[src/sv/multimode_feedback_delay_core_assert.svh]
// Assertion macros for the multimode feedback delay core.
`ifndef MULTIMODE_FEEDBACK_DELAY_CORE_ASSERT_SVH
`define MULTIMODE_FEEDBACK_DELAY_CORE_ASSERT_SVH

`ifndef SYNTHESIS

`define MFD_ASSERT_NOW(label, clk, rst, ante, cons) \
   label: assert property (@(posedge clk) disable iff (rst) (ante) |-> (cons)) \
      else $error("mfd check failed");

`define MFD_ASSERT_NEXT(label, clk, rst, ante, cons) \
   label: assert property (@(posedge clk) disable iff (rst) (ante) |=> (cons)) \
      else $error("mfd check failed");

`else

`define MFD_ASSERT_NOW(label, clk, rst, ante, cons)

`define MFD_ASSERT_NEXT(label, clk, rst, ante, cons)

`endif

`endif

[src/sv/mfd_pkg.sv]
// Shared types, constants and arithmetic helpers of the feedback delay core.
`timescale 1ns / 1ps
`default_nettype none

package mfd_pkg;

   localparam int DELAY_DEPTH = 131072;
   localparam int ADDR_W      = $clog2(DELAY_DEPTH);

   localparam int SAMPLE_W   = 24;
   localparam int ENV_W      = 23;
   localparam int KIND_W     = 2;
   localparam int LEN_W      = 17;
   localparam int FB_W       = 15;
   localparam int MIX_W      = 16;
   localparam int THR_W      = 23;
   localparam int RC_W       = 16;
   localparam int CSR_IDX_W  = 3;
   localparam int CSR_DATA_W = 23;

   localparam int MUL_W  = 25;
   localparam int PROD_W = 2 * MUL_W;
   localparam int ACC_W  = PROD_W + 2;
   localparam int GAIN_W = ENV_W + 1;
   localparam int DRY_W  = MIX_W + 1;

   localparam int FB_MAX  = 32440;
   localparam int UNITY15 = 32768;
   localparam int ENV_MAX = 2 ** ENV_W - 1;

   localparam int FB_SHIFT   = 15;
   localparam int REL_SHIFT  = 16;
   localparam int GAIN_SHIFT = 23;
   localparam int MIX_SHIFT  = 15;

   localparam logic signed [ACC_W-1:0] SAT_HI = ACC_W'(2 ** (SAMPLE_W - 1) - 1);
   localparam logic signed [ACC_W-1:0] SAT_LO = -SAT_HI - ACC_W'(1);

   typedef enum logic [KIND_W-1:0] {
      KIND_MONO,
      KIND_STEREO,
      KIND_PING_PONG,
      KIND_DUCK
   } kind_type;

   typedef enum logic [CSR_IDX_W-1:0] {
      CSR_KIND,
      CSR_LENGTH,
      CSR_FEEDBACK,
      CSR_MIX,
      CSR_THRESHOLD,
      CSR_RELEASE,
      CSR_BYPASS
   } csr_idx_type;

   typedef enum logic [3:0] {
      S_CLEAR,
      S_IDLE,
      S_READ,
      S_ENV,
      S_DIV,
      S_DUCK_L,
      S_DUCK_R,
      S_FB_L,
      S_FB_R,
      S_MIX_LD,
      S_MIX_LW,
      S_MIX_RD,
      S_MIX_RW,
      S_FIN,
      S_DONE
   } state_type;

   // add half, then floor shift
   function automatic logic signed [ACC_W-1:0] rshr(input logic signed [ACC_W-1:0] v,
                                                    input int unsigned s);
      logic signed [ACC_W-1:0] half;
      half = ACC_W'(1) << (s - 1);
      return (v + half) >>> s;
   endfunction

   function automatic logic signed [SAMPLE_W-1:0] sat24(input logic signed [ACC_W-1:0] v);
      logic signed [SAMPLE_W-1:0] res;
      if (v > SAT_HI) begin
         res = SAT_HI[SAMPLE_W-1:0];
      end else if (v < SAT_LO) begin
         res = SAT_LO[SAMPLE_W-1:0];
      end else begin
         res = v[SAMPLE_W-1:0];
      end
      return res;
   endfunction

endpackage

`default_nettype wire

[src/sv/mfd_div.sv]
// Restoring divider for the ducking gain, one quotient bit per cycle.
`timescale 1ns / 1ps
`default_nettype none
`include "multimode_feedback_delay_core_assert.svh"

module mfd_div (
   input  wire                          clock,
   input  wire                          reset,
   input  wire                          start,
   input  wire  [mfd_pkg::ENV_W-1:0]    num,
   input  wire  [mfd_pkg::ENV_W-1:0]    den,
   output logic                         busy,
   output logic [mfd_pkg::ENV_W-1:0]    quot
);
   import mfd_pkg::*;

   localparam int CNT_W = $clog2(ENV_W + 1);

   logic                busy_ff, busy_in;
   logic [CNT_W-1:0]    cnt_ff, cnt_in;
   logic [ENV_W-1:0]    rem_ff, rem_in;
   logic [ENV_W-1:0]    den_ff, den_in;
   logic [ENV_W-1:0]    quot_ff, quot_in;
   logic [ENV_W:0]      rem_sh;
   logic                ge;

   always_comb begin
      busy_in = busy_ff;
      cnt_in  = cnt_ff;
      rem_in  = rem_ff;
      den_in  = den_ff;
      quot_in = quot_ff;
      rem_sh  = {rem_ff, 1'b0};
      ge      = rem_sh >= {1'b0, den_ff};
      if (start) begin
         busy_in = 1'b1;
         cnt_in  = CNT_W'(ENV_W);
         rem_in  = num;
         den_in  = den;
         quot_in = '0;
      end else if (busy_ff) begin
         rem_in  = ge ? ENV_W'(rem_sh - {1'b0, den_ff}) : rem_sh[ENV_W-1:0];
         quot_in = {quot_ff[ENV_W-2:0], ge};
         cnt_in  = cnt_ff - CNT_W'(1);
         if (cnt_ff == CNT_W'(1)) begin
            busy_in = 1'b0;
         end
      end
   end

   always_ff @(posedge clock) begin
      if (reset) begin
         busy_ff <= 1'b0;
         cnt_ff  <= '0;
      end else begin
         busy_ff <= busy_in;
         cnt_ff  <= cnt_in;
      end
      rem_ff  <= rem_in;
      den_ff  <= den_in;
      quot_ff <= quot_in;
   end

   assign busy = busy_ff;
   assign quot = quot_ff;

   `MFD_ASSERT_NEXT(a_div_start, clock, reset, start, busy_ff)
   `MFD_ASSERT_NEXT(a_div_end, clock, reset, busy_ff && cnt_ff == CNT_W'(1) && !start, !busy_ff)
   `MFD_ASSERT_NEXT(a_div_hold, clock, reset, !busy_ff && !start, $stable(quot_ff))

endmodule

`default_nettype wire

[config.mk]
export PLATFORM = sky130hd
export DESIGN_NAME = mfd_div
export DESIGN_NICKNAME = d
export VERILOG_FILES = /design/src/sv/mfd_pkg.sv /design/src/sv/mfd_div.sv
export VERILOG_INCLUDE_DIRS = /design/src /design/src/sv
export SDC_FILE = /design/constraint.sdc
export NUM_CORES = 1
export LEC_CHECK = 0
export ABC_AREA = 1
export BUFFER_PORTS_ARGS = -buffer_cell sky130_fd_sc_hd__buf_2
export CORE_MARGIN = 3
export CORE_UTILIZATION = 58
export CTS_CLUSTER_SIZE = 24
export DETAILED_ROUTE_END_ITERATION = 8
export GPL_ROUTABILITY_DRIVEN = 1
export PLACE_DENSITY = 0.78
export SLEW_MARGIN = 20
export SYNTH_ARGS = -nofsm -noshare
export SYNTH_HDL_FRONTEND = slang
export SYNTH_SLANG_ARGS = --single-unit
[constraint.sdc]
create_clock -name clock -period 2.8 [get_ports clock]
set_input_delay 0.42 -clock clock [delete_from_list [all_inputs] [get_ports clock]]
set_output_delay 0.42 -clock clock [all_outputs]
set_load 0.01 [all_outputs]
Word-level counts from Yosys, hierarchy flattened. Index checks and enable logic that the tools add are counted.

Add/sub/neg operators: 2. Multiply operators: 0. Div/mod/pow operators: 0. Order comparisons: 1. Equality and inequality tests: 1. Shift-type cells: 0. Multiplexer cells: 8. Bitwise logic cells: 0. Reduce and logical (&&, ||, !) cells: 2.

Operators by type and width (number): $mux 23 (3); $ge 24x23->1 (1); $sub 23x23->23 (1); $mux 5 (2); $eq 5x1->1 const B (1); $sub 5x1->5 const B (1); $mux 1 (3); $reduce_bool 2->1 (1); $reduce_or 2->1 (1).

Register bits after elaboration: 75. Latch bits: 0. Bits in writable memories: 0. ROM bits: 0. Input port bits: 49. Output and inout bits: 24. Memories kept: 0.

Longest topological paths before layout. Gate-level depths: netlist of the first run.

Depth after elaboration: 4. Depth in mapped cells: 15. Depth with buffers taken out: 15.

Least setup slack after synthesis of the first run. No wires, ideal clock.

Path kind: reg-to-reg. Start point: register rem_ff[0]. End point: register rem_ff[19] (data pin). Arrival: 1.848 ns. Setup slack: 0.700 ns. Cell stages (with the launch flop): 13. Path buffers: 1. Period minus slack after synthesis: 2.100 ns. Cell sequence: edfxtp_1 fa_1 nand2_1 nand2_1 nand3_1 nand2_2 nand2_2 nand4_4 buf_8 nor2_2 nor2_2 nand2_1 nand2_1.

Cells in the longest elaborated chain, start to end: 4.

Ends and longest elaborated chain: start: declaration (RTL line mfd_div.sv:21) `logic [ENV_W-1:0] rem_ff, rem_in;`; start signal: assignment (RTL line mfd_div.sv:59) `rem_ff <= rem_in;`; $sub 23x23->23 / $ge 24x23->1 (equally long branches) (RTL line mfd_div.sv:42, mfd_div.sv:34); $mux 23 (*) (RTL line mfd_div.sv:42) `rem_in = ge ? ENV_W'(rem_sh - {1'b0, den_ff}) : rem_sh[ENV_W-1:0];`; $mux 23 (*) (RTL line mfd_div.sv:41) `end else if (busy_ff) begin`; $mux 23 (*) (RTL line mfd_div.sv:35) `if (start) begin`; named net rem_in[19] (RTL line mfd_div.sv:21).

Mark *: on every way through the listed nets, which the timed path passes. The rest lies on a longest branch. The select of a mux whose other input is x is not followed. A chain may end at the register's enable or synchronous reset.

Worst setup path after layout of the first run.
Start point: register rem_ff[0]. End point: register rem_ff[13] (data pin).

Same word-level chain as after synthesis.

==> summary.md, run 1 <==
| Metric | Value |
|---|---|
| WS Path Type | `reg2reg` |
| Maxcap violations | `0` |
| Reg2reg start | `rem_ff[0]` |
| Max-slew violations | `0` |
| Post-CTS Setup Inserts | `0` |
| Vias in the first global route | `3,917` |
| Worst rel slew slack | `0.604` |
| Area of the multi-input gates | `2280 µm²` |
| Yosys cell types | `36` |
| Finish-stage setup viols | `0` |
| Clock skew | `0.0139 ns` |
| TritonCTS clock tree | `yes` |
| Buffers & Inverters on Critical Path | `1` |
| Iteration-0 DRC Markers | `228` |
| CP max stage delay | `0.45 ns` |
| First-pass GRT wire length | `17,700 µm` |
| HP Start | `den[0]` |
| Worst Path Arrival | `2.41 ns` |
| Most common cell type on the critical path | `nand2_1` |
| Placed Cells | `811` |
| Top cell type's share of synthesized area | `0.289` |
| Routed wl met2 | `5040 µm` |
| Worst min-delay path category | `in2reg` |
| RSZ-0062 raised after global routing | `false` |
| Instance count on the critical path | `12` |
| IO Port Bufs | `72` |
| Tightest Pin Transition | `0.593 ns` |
| Pleak | `2.75 nW` |
| Final WL | `10,500 µm` |
| Cell accounting for the most synthesized area | `edfxtp_1` |
| DIE HEIGHT | `96.8 µm` |
| Clock period minus worst slack | `2.30 ns` |
| Pre-antenna DRT Iters | `5` |
| Avg Cell Area, Syn | `7.41 µm²` |
| R2R Path End | `rem_ff[13]` |
| Worst setup SP type | `flop` |
| Number of diodes | `0` |
| Crit path from | `rem_ff[0]` |
| Seq. cell area | `1960 µm²` |
| Maximum vdd drop | `0.348 mV` |
| Met3 Wirelength | `603 µm` |
| Initial antenna violation count | `0` |
| Number of remaining DRC errors | `0` |
| Synth area leaders | `edfxtp_1 (29%), nand2_1 (17%), dfxtp_1 (12%)` |
| # nets final | `795` |
| Clock Latency Late Sink | `0.36 ns` |
| Wl on met1 | `4710 µm` |
| Die ar. | `9380 µm²` |
| Worst-path fanout max | `44` |
| Final ANT Viol Nets | `0` |
| Via count | `4,077` |
| H-Tree Depth | `3` |
| PwrDens | `669 nW/µm²` |
| Vias/cell | `4.93` |
| Clk slew on worst S/H paths | `0.10 ns` |
| Largest net degree at the start of global routing | `45` |
| Setup TNS | `0 ns` |
| Fillers | `691` |
| Worst r2r path cells | `12` |
| Worst setup EP type | `flop` |
| CP max stage cell | `edfxtp_1` |
| Rows | `32` |
| YS warnings | `0` |
| Final Hold Viols | `0` |
| Syn nets | `721` |
| Aggregate global-route resource usage | `0.227` |
| WP data required | `2.91 ns` |
| Initial core utilization | `0.610` |
| Fin cells | `827` |
| Fraction of layout cells with a size suffix above 1 | `0.186` |
| CTS sink cnt | `75` |
| CP delay by family, top | `simple AND/OR/NAND/NOR gates` |
| Synth Register Bits | `75` |
| Setup crit end | `rem_ff[13]` |
| Top layer in use | `met4` |
| Gr ovfl total | `0` |
| Die X | `96.8 µm` |
| WL/cell | `12.7 µm` |
| IO Pins | `73` |
| Cell count after synthesis | `646` |
| Worst R2R Setup Slack | `0.50 ns` |
| Fmax | `435 MHz` |
| Cell area after synthesis | `4780 µm²` |
| Tot Pwr | `3.63 mW` |
| CTS resizes | `0` |
| Post-CTS Hold Buffers | `0` |
| Status | `finished, final reports clean` |
| Fin crit share | `0.821` |
| CTS Buffer Depth | `2` |
| Register area share after synthesis | `0.410` |
| Gp weighted congestion | `0.915` |
| Core ar. | `7850 µm²` |
| Total CTS buffers | `9` |
| Root buffer cell | `clkbuf_8` |
| Post-DP HPWL | `8000 µm` |
| Worst path cell trace | `ha_1 > ha_1 > nand2_1 > nor2_1 > nand2_1 > nor2_1 > nand2_2 > nand4_4 > buf_12 > nand2_1 > nand3_1 > nand2_1` |
| Area Overhead vs Synth | `13.3%` |
-- power by group --
part	switching, mW	leakage [nW]	internal [mW]
registers	0.0663	0.695	1.31
clock network	0.480	0.0950	0.345
logic	0.897	1.96	0.525
total	1.44	2.75	2.18
-- cells in the final DEF, fill, tap and decap left out, drive strengths merged --
master and count:
o22ai 20, xor2 2, a22o 1, fa 1, edfxtp 46, nor4 1
inv 127, clkbuf 9, nand2 228, or2 1, and2 3, clkinvlp 1
buf 76, a221oi 1, nor2 67, nand3b 9, xnor2 6, o21bai 2
o21ai 16, nor3 4, nand4 7, nand3 26, dfxtp 29, a21oi 16
o31ai 1, ha 25
-- per-layer routing --
metal / track usage / vias to the layer above
met5: 0 / -
met4: 0.0637 / 0
met3: 0.0534 / 12
met2: 0.383 / 88
met1: 0.291 / 1800
li1: - / 2177
-- state kept, by name (all words and copies together), names as in the netlist --
name	cells
busy	1
cnt_ff	5
den_ff	23
quot	23
rem_ff	23
-- stage by stage --
stage               hold WS [ns]   util  worst slack, ns  instance area [µm²]
detailed placement         0.458  0.667            0.532                 5240
CTS                        0.209  0.691            0.507                 5420
global placement           0.440  0.667            0.584                 5240
floorplan                  0.448      -            0.700                 4780
finish                     0.230  0.691            0.501                 5420
global route               0.209  0.691            0.287                 5420
-- cell usage after synthesis (all sizes together) --
library cell and n:
nor3 4, nand2 228, dfxtp 29, xor2 2, nor2 67, clkbuf 6, fa 1, or2 1
o31ai 1, a21oi 16, o22ai 20, nand3 26, nor4 1, and2 3, ha 25, a22o 1
nand3b 9, inv 121, buf 7, nand4 7, a221oi 1, edfxtp 46, xnor2 6, o21bai 2
o21ai 16
-- worst min path at each step --
stage,to,slack [ns],cells after the start
2_1_floorplan,cnt_ff[4],0.45,2
3_3_place_gp,quot[22],0.44,2
3_5_place_dp,quot[22],0.46,2
4_1_cts,den_ff[0],0.21,1
5_1_grt,den_ff[3],0.21,1
6_report,den_ff[0],0.23,1
-- logic make-up after synthesis --
logic type | share of synthesized area
AO/OA/AOI/OAI | 0.0727
XOR/XNOR | 0.0146
adder cells (fa/ha/maj) | 0.0696
buffers and inverters | 0.114
flip-flops | 0.410
AND/OR/NAND/NOR | 0.319
-- cell type report --
class,count,area share
multi-input cells,437,0.420
clock inverters,7,0.0115
well taps,102,0.0235
repair buffers,76,0.0766
flip-flops and latches,75,0.362
inverters,121,0.0838
clock buffers,9,0.0228
(Power assumes the default switching activity.)
==> run 2, diff against run 1 <==
- clock period: 2.8 -> 2.2 ns (I/O delays scaled with it)
==> summary.md, run 2 (synthesized netlist as in run 1, its figures left out) <==
| Metric | Value |
|---|---|
| WS Path Type | `reg2reg` |
| Gp weighted congestion | `0.932` |
| Commonest non-fill, non-tap cell in the layout | `nand2_1` |
| Worst setup EP type | `flop` |
| IO Port Bufs | `72` |
| Fmax | `448 MHz` |
| Fraction of layout cells with a size suffix above 1 | `0.265` |
| TritonCTS clock tree | `yes` |
| Switching part of the total | `0.404` |
| Maximum vdd drop | `0.449 mV` |
| CP delay by family, top | `simple AND/OR/NAND/NOR gates` |
| Clock period minus worst slack | `2.23 ns` |
| H-Tree Depth | `3` |
| IO Pins | `73` |
| Tot Pwr | `5.19 mW` |
| Gr ovfl total | `0` |
| First-pass GRT wire length | `20,400 µm` |
| Die ar. | `9380 µm²` |
| Worst path cell trace | `fa_2 > nand2_2 > nand2_4 > nand3_2 > nand2_2 > nand2_4 > nand4_4 > buf_12 > nor2_4 > nor2_2 > nand2_1 > nand2_1` |
| Final Instance Area | `5960 µm²` |
| Worst Path Arrival | `2.35 ns` |
| Pre-antenna DRT Iters | `5` |
| Rows | `32` |
| Clock Latency Late Sink | `0.37 ns` |
| Max-slew violations | `0` |
| Initial core utilization | `0.610` |
| Final WL | `12,300 µm` |
| Fillers | `600` |
| Core ar. | `7850 µm²` |
| Clock skew | `0.0221 ns` |
| Tightest Pin Transition | `0.599 ns` |
| Switching pwr | `2.09 mW` |
| Aggregate global-route resource usage | `0.265` |
| RSZ-0062 raised after global routing | `true` |
| Fin crit share | `1.01` |
| Seq. cell area | `1960 µm²` |
| Pleak | `2.92 nW` |
| Clk slew on worst S/H paths | `0.11 ns` |
| Total CTS buffers | `9` |
| Iteration-0 DRC Markers | `246` |
| Placed Area | `5380 µm²` |
| Pint | `3.09 mW` |
| Final ANT Viol Nets | `0` |
| CTS Buffer Depth | `2` |
| Commonest cells after routing, fill and taps aside | `nand2_1 (208), inv_1 (119), buf_2 (72)` |
| Worst rel slew slack | `0.600` |
| Combinational power share | `0.448` |
| CP max stage cell | `edfxtp_1` |
| Clock network power share | `0.206` |
| Number of diodes | `0` |
| # nets final | `822` |
| Buffers & Inverters on Critical Path | `1` |
| Final setup margin | `-0.0302 ns` |
| Post-DP HPWL | `8830 µm` |
| Final Hold Viols | `0` |
| Area of the multi-input gates | `2580 µm²` |
| Area Overhead vs Synth | `24.6%` |
| Flop pwr share | `0.346` |
| Setup TNS | `-0.101 ns` |
| DIE HEIGHT | `96.8 µm` |
| Status | `complete, but fails checks` |
| WL/cell | `14.4 µm` |
| Worst setup SP type | `flop` |
| Via count | `4,388` |
| CP max stage delay | `0.49 ns` |
| Finish-stage setup viols | `7` |
| Vias/cell | `5.14` |
| PwrDens | `870 nW/µm²` |
| Vias in the first global route | `4,385` |
| Die X | `96.8 µm` |
| Largest net degree at the start of global routing | `60` |
| Number of remaining DRC errors | `0` |
| Maxcap violations | `0` |
| Worst min-delay path category | `in2reg` |
| Worst-path fanout max | `7` |
| Failing checks | `negative setup slack` |
| Root buffer cell | `clkbuf_8` |
| WP data required | `2.32 ns` |
| Initial antenna violation count | `0` |
| Setup WS pre-CTS | `-0.0167 ns` |
| CTS sink cnt | `75` |
run 2: cell count changes in the layout (fill, tap and decap cells not counted), sizes merged:
cell  before  now
buf       76  103
run 2: final cells by class:
type                    instances  share of cell area
multi-input cells             437               0.433
flip-flops and latches         75               0.329
repair buffers                103               0.109
inverters                     121              0.0762
well taps                     102              0.0214
clock buffers                   9              0.0208
clock inverters                 7              0.0105
run 2: what timing repair did:
action                                  in CTS  in global routing
endpoints found under the setup margin      10                 23
setup buffers                                5                  4
cloned                                       1                  0
hold buffers                                 0                  0
pin swaps                                    5                 10
gates resized for setup                     20                 27
run 2: path summary, 6_finish.rpt:
path                                start    endpoint  slack (ns)  cells past startpoint
worst min register to register  cnt_ff[4]   cnt_ff[4]        0.48                      2
worst max-delay path            rem_ff[0]  rem_ff[21]       -0.03                     12
worst min-delay path               den[7]   den_ff[7]        0.13                      1
worst max register to register  rem_ff[0]  rem_ff[21]       -0.03                     12
run 2: power groups by stage:
stage | combinational, mW | clock (mW) | sequential, mW
floorplan | 1.46 | 0 | 1.77
global placement | 1.95 | 0 | 1.78
detailed placement | 1.99 | 0 | 1.79
CTS | 2.18 | 1.08 | 1.78
global route | 2.60 | 1.15 | 1.81
finish | 2.33 | 1.07 | 1.79
run 2: routing by layer:
metal	vias to the layer above	global-route usage	share of wire
li1	2229	-	-
met1	2031	0.343	0.44
met2	116	0.456	0.49
met3	12	0.0577	0.063
met4	0	0.0562	0.010
met5	-	0	0
run 2: worst register-to-register path: stages, from the launching register on:
cell	delay (ns)
edfxtp_1	0.49
fa_2	0.44
nand2_2	0.09
nand2_4	0.07
nand3_2	0.07
nand2_2	0.08
nand2_4	0.09
nand4_4	0.20
buf_12	0.22
nor2_4	0.10
nor2_2	0.05
nand2_1	0.07
nand2_1	0.04
run 2: metrics by stage:
stage,cells,hold slack (ns),util
2_1_floorplan,646,0.399,-
3_3_place_gp,829,0.441,0.686
3_5_place_dp,829,0.459,0.686
4_1_cts,851,0.123,0.740
5_1_grt,854,0.122,0.759
6_report,854,0.128,0.759
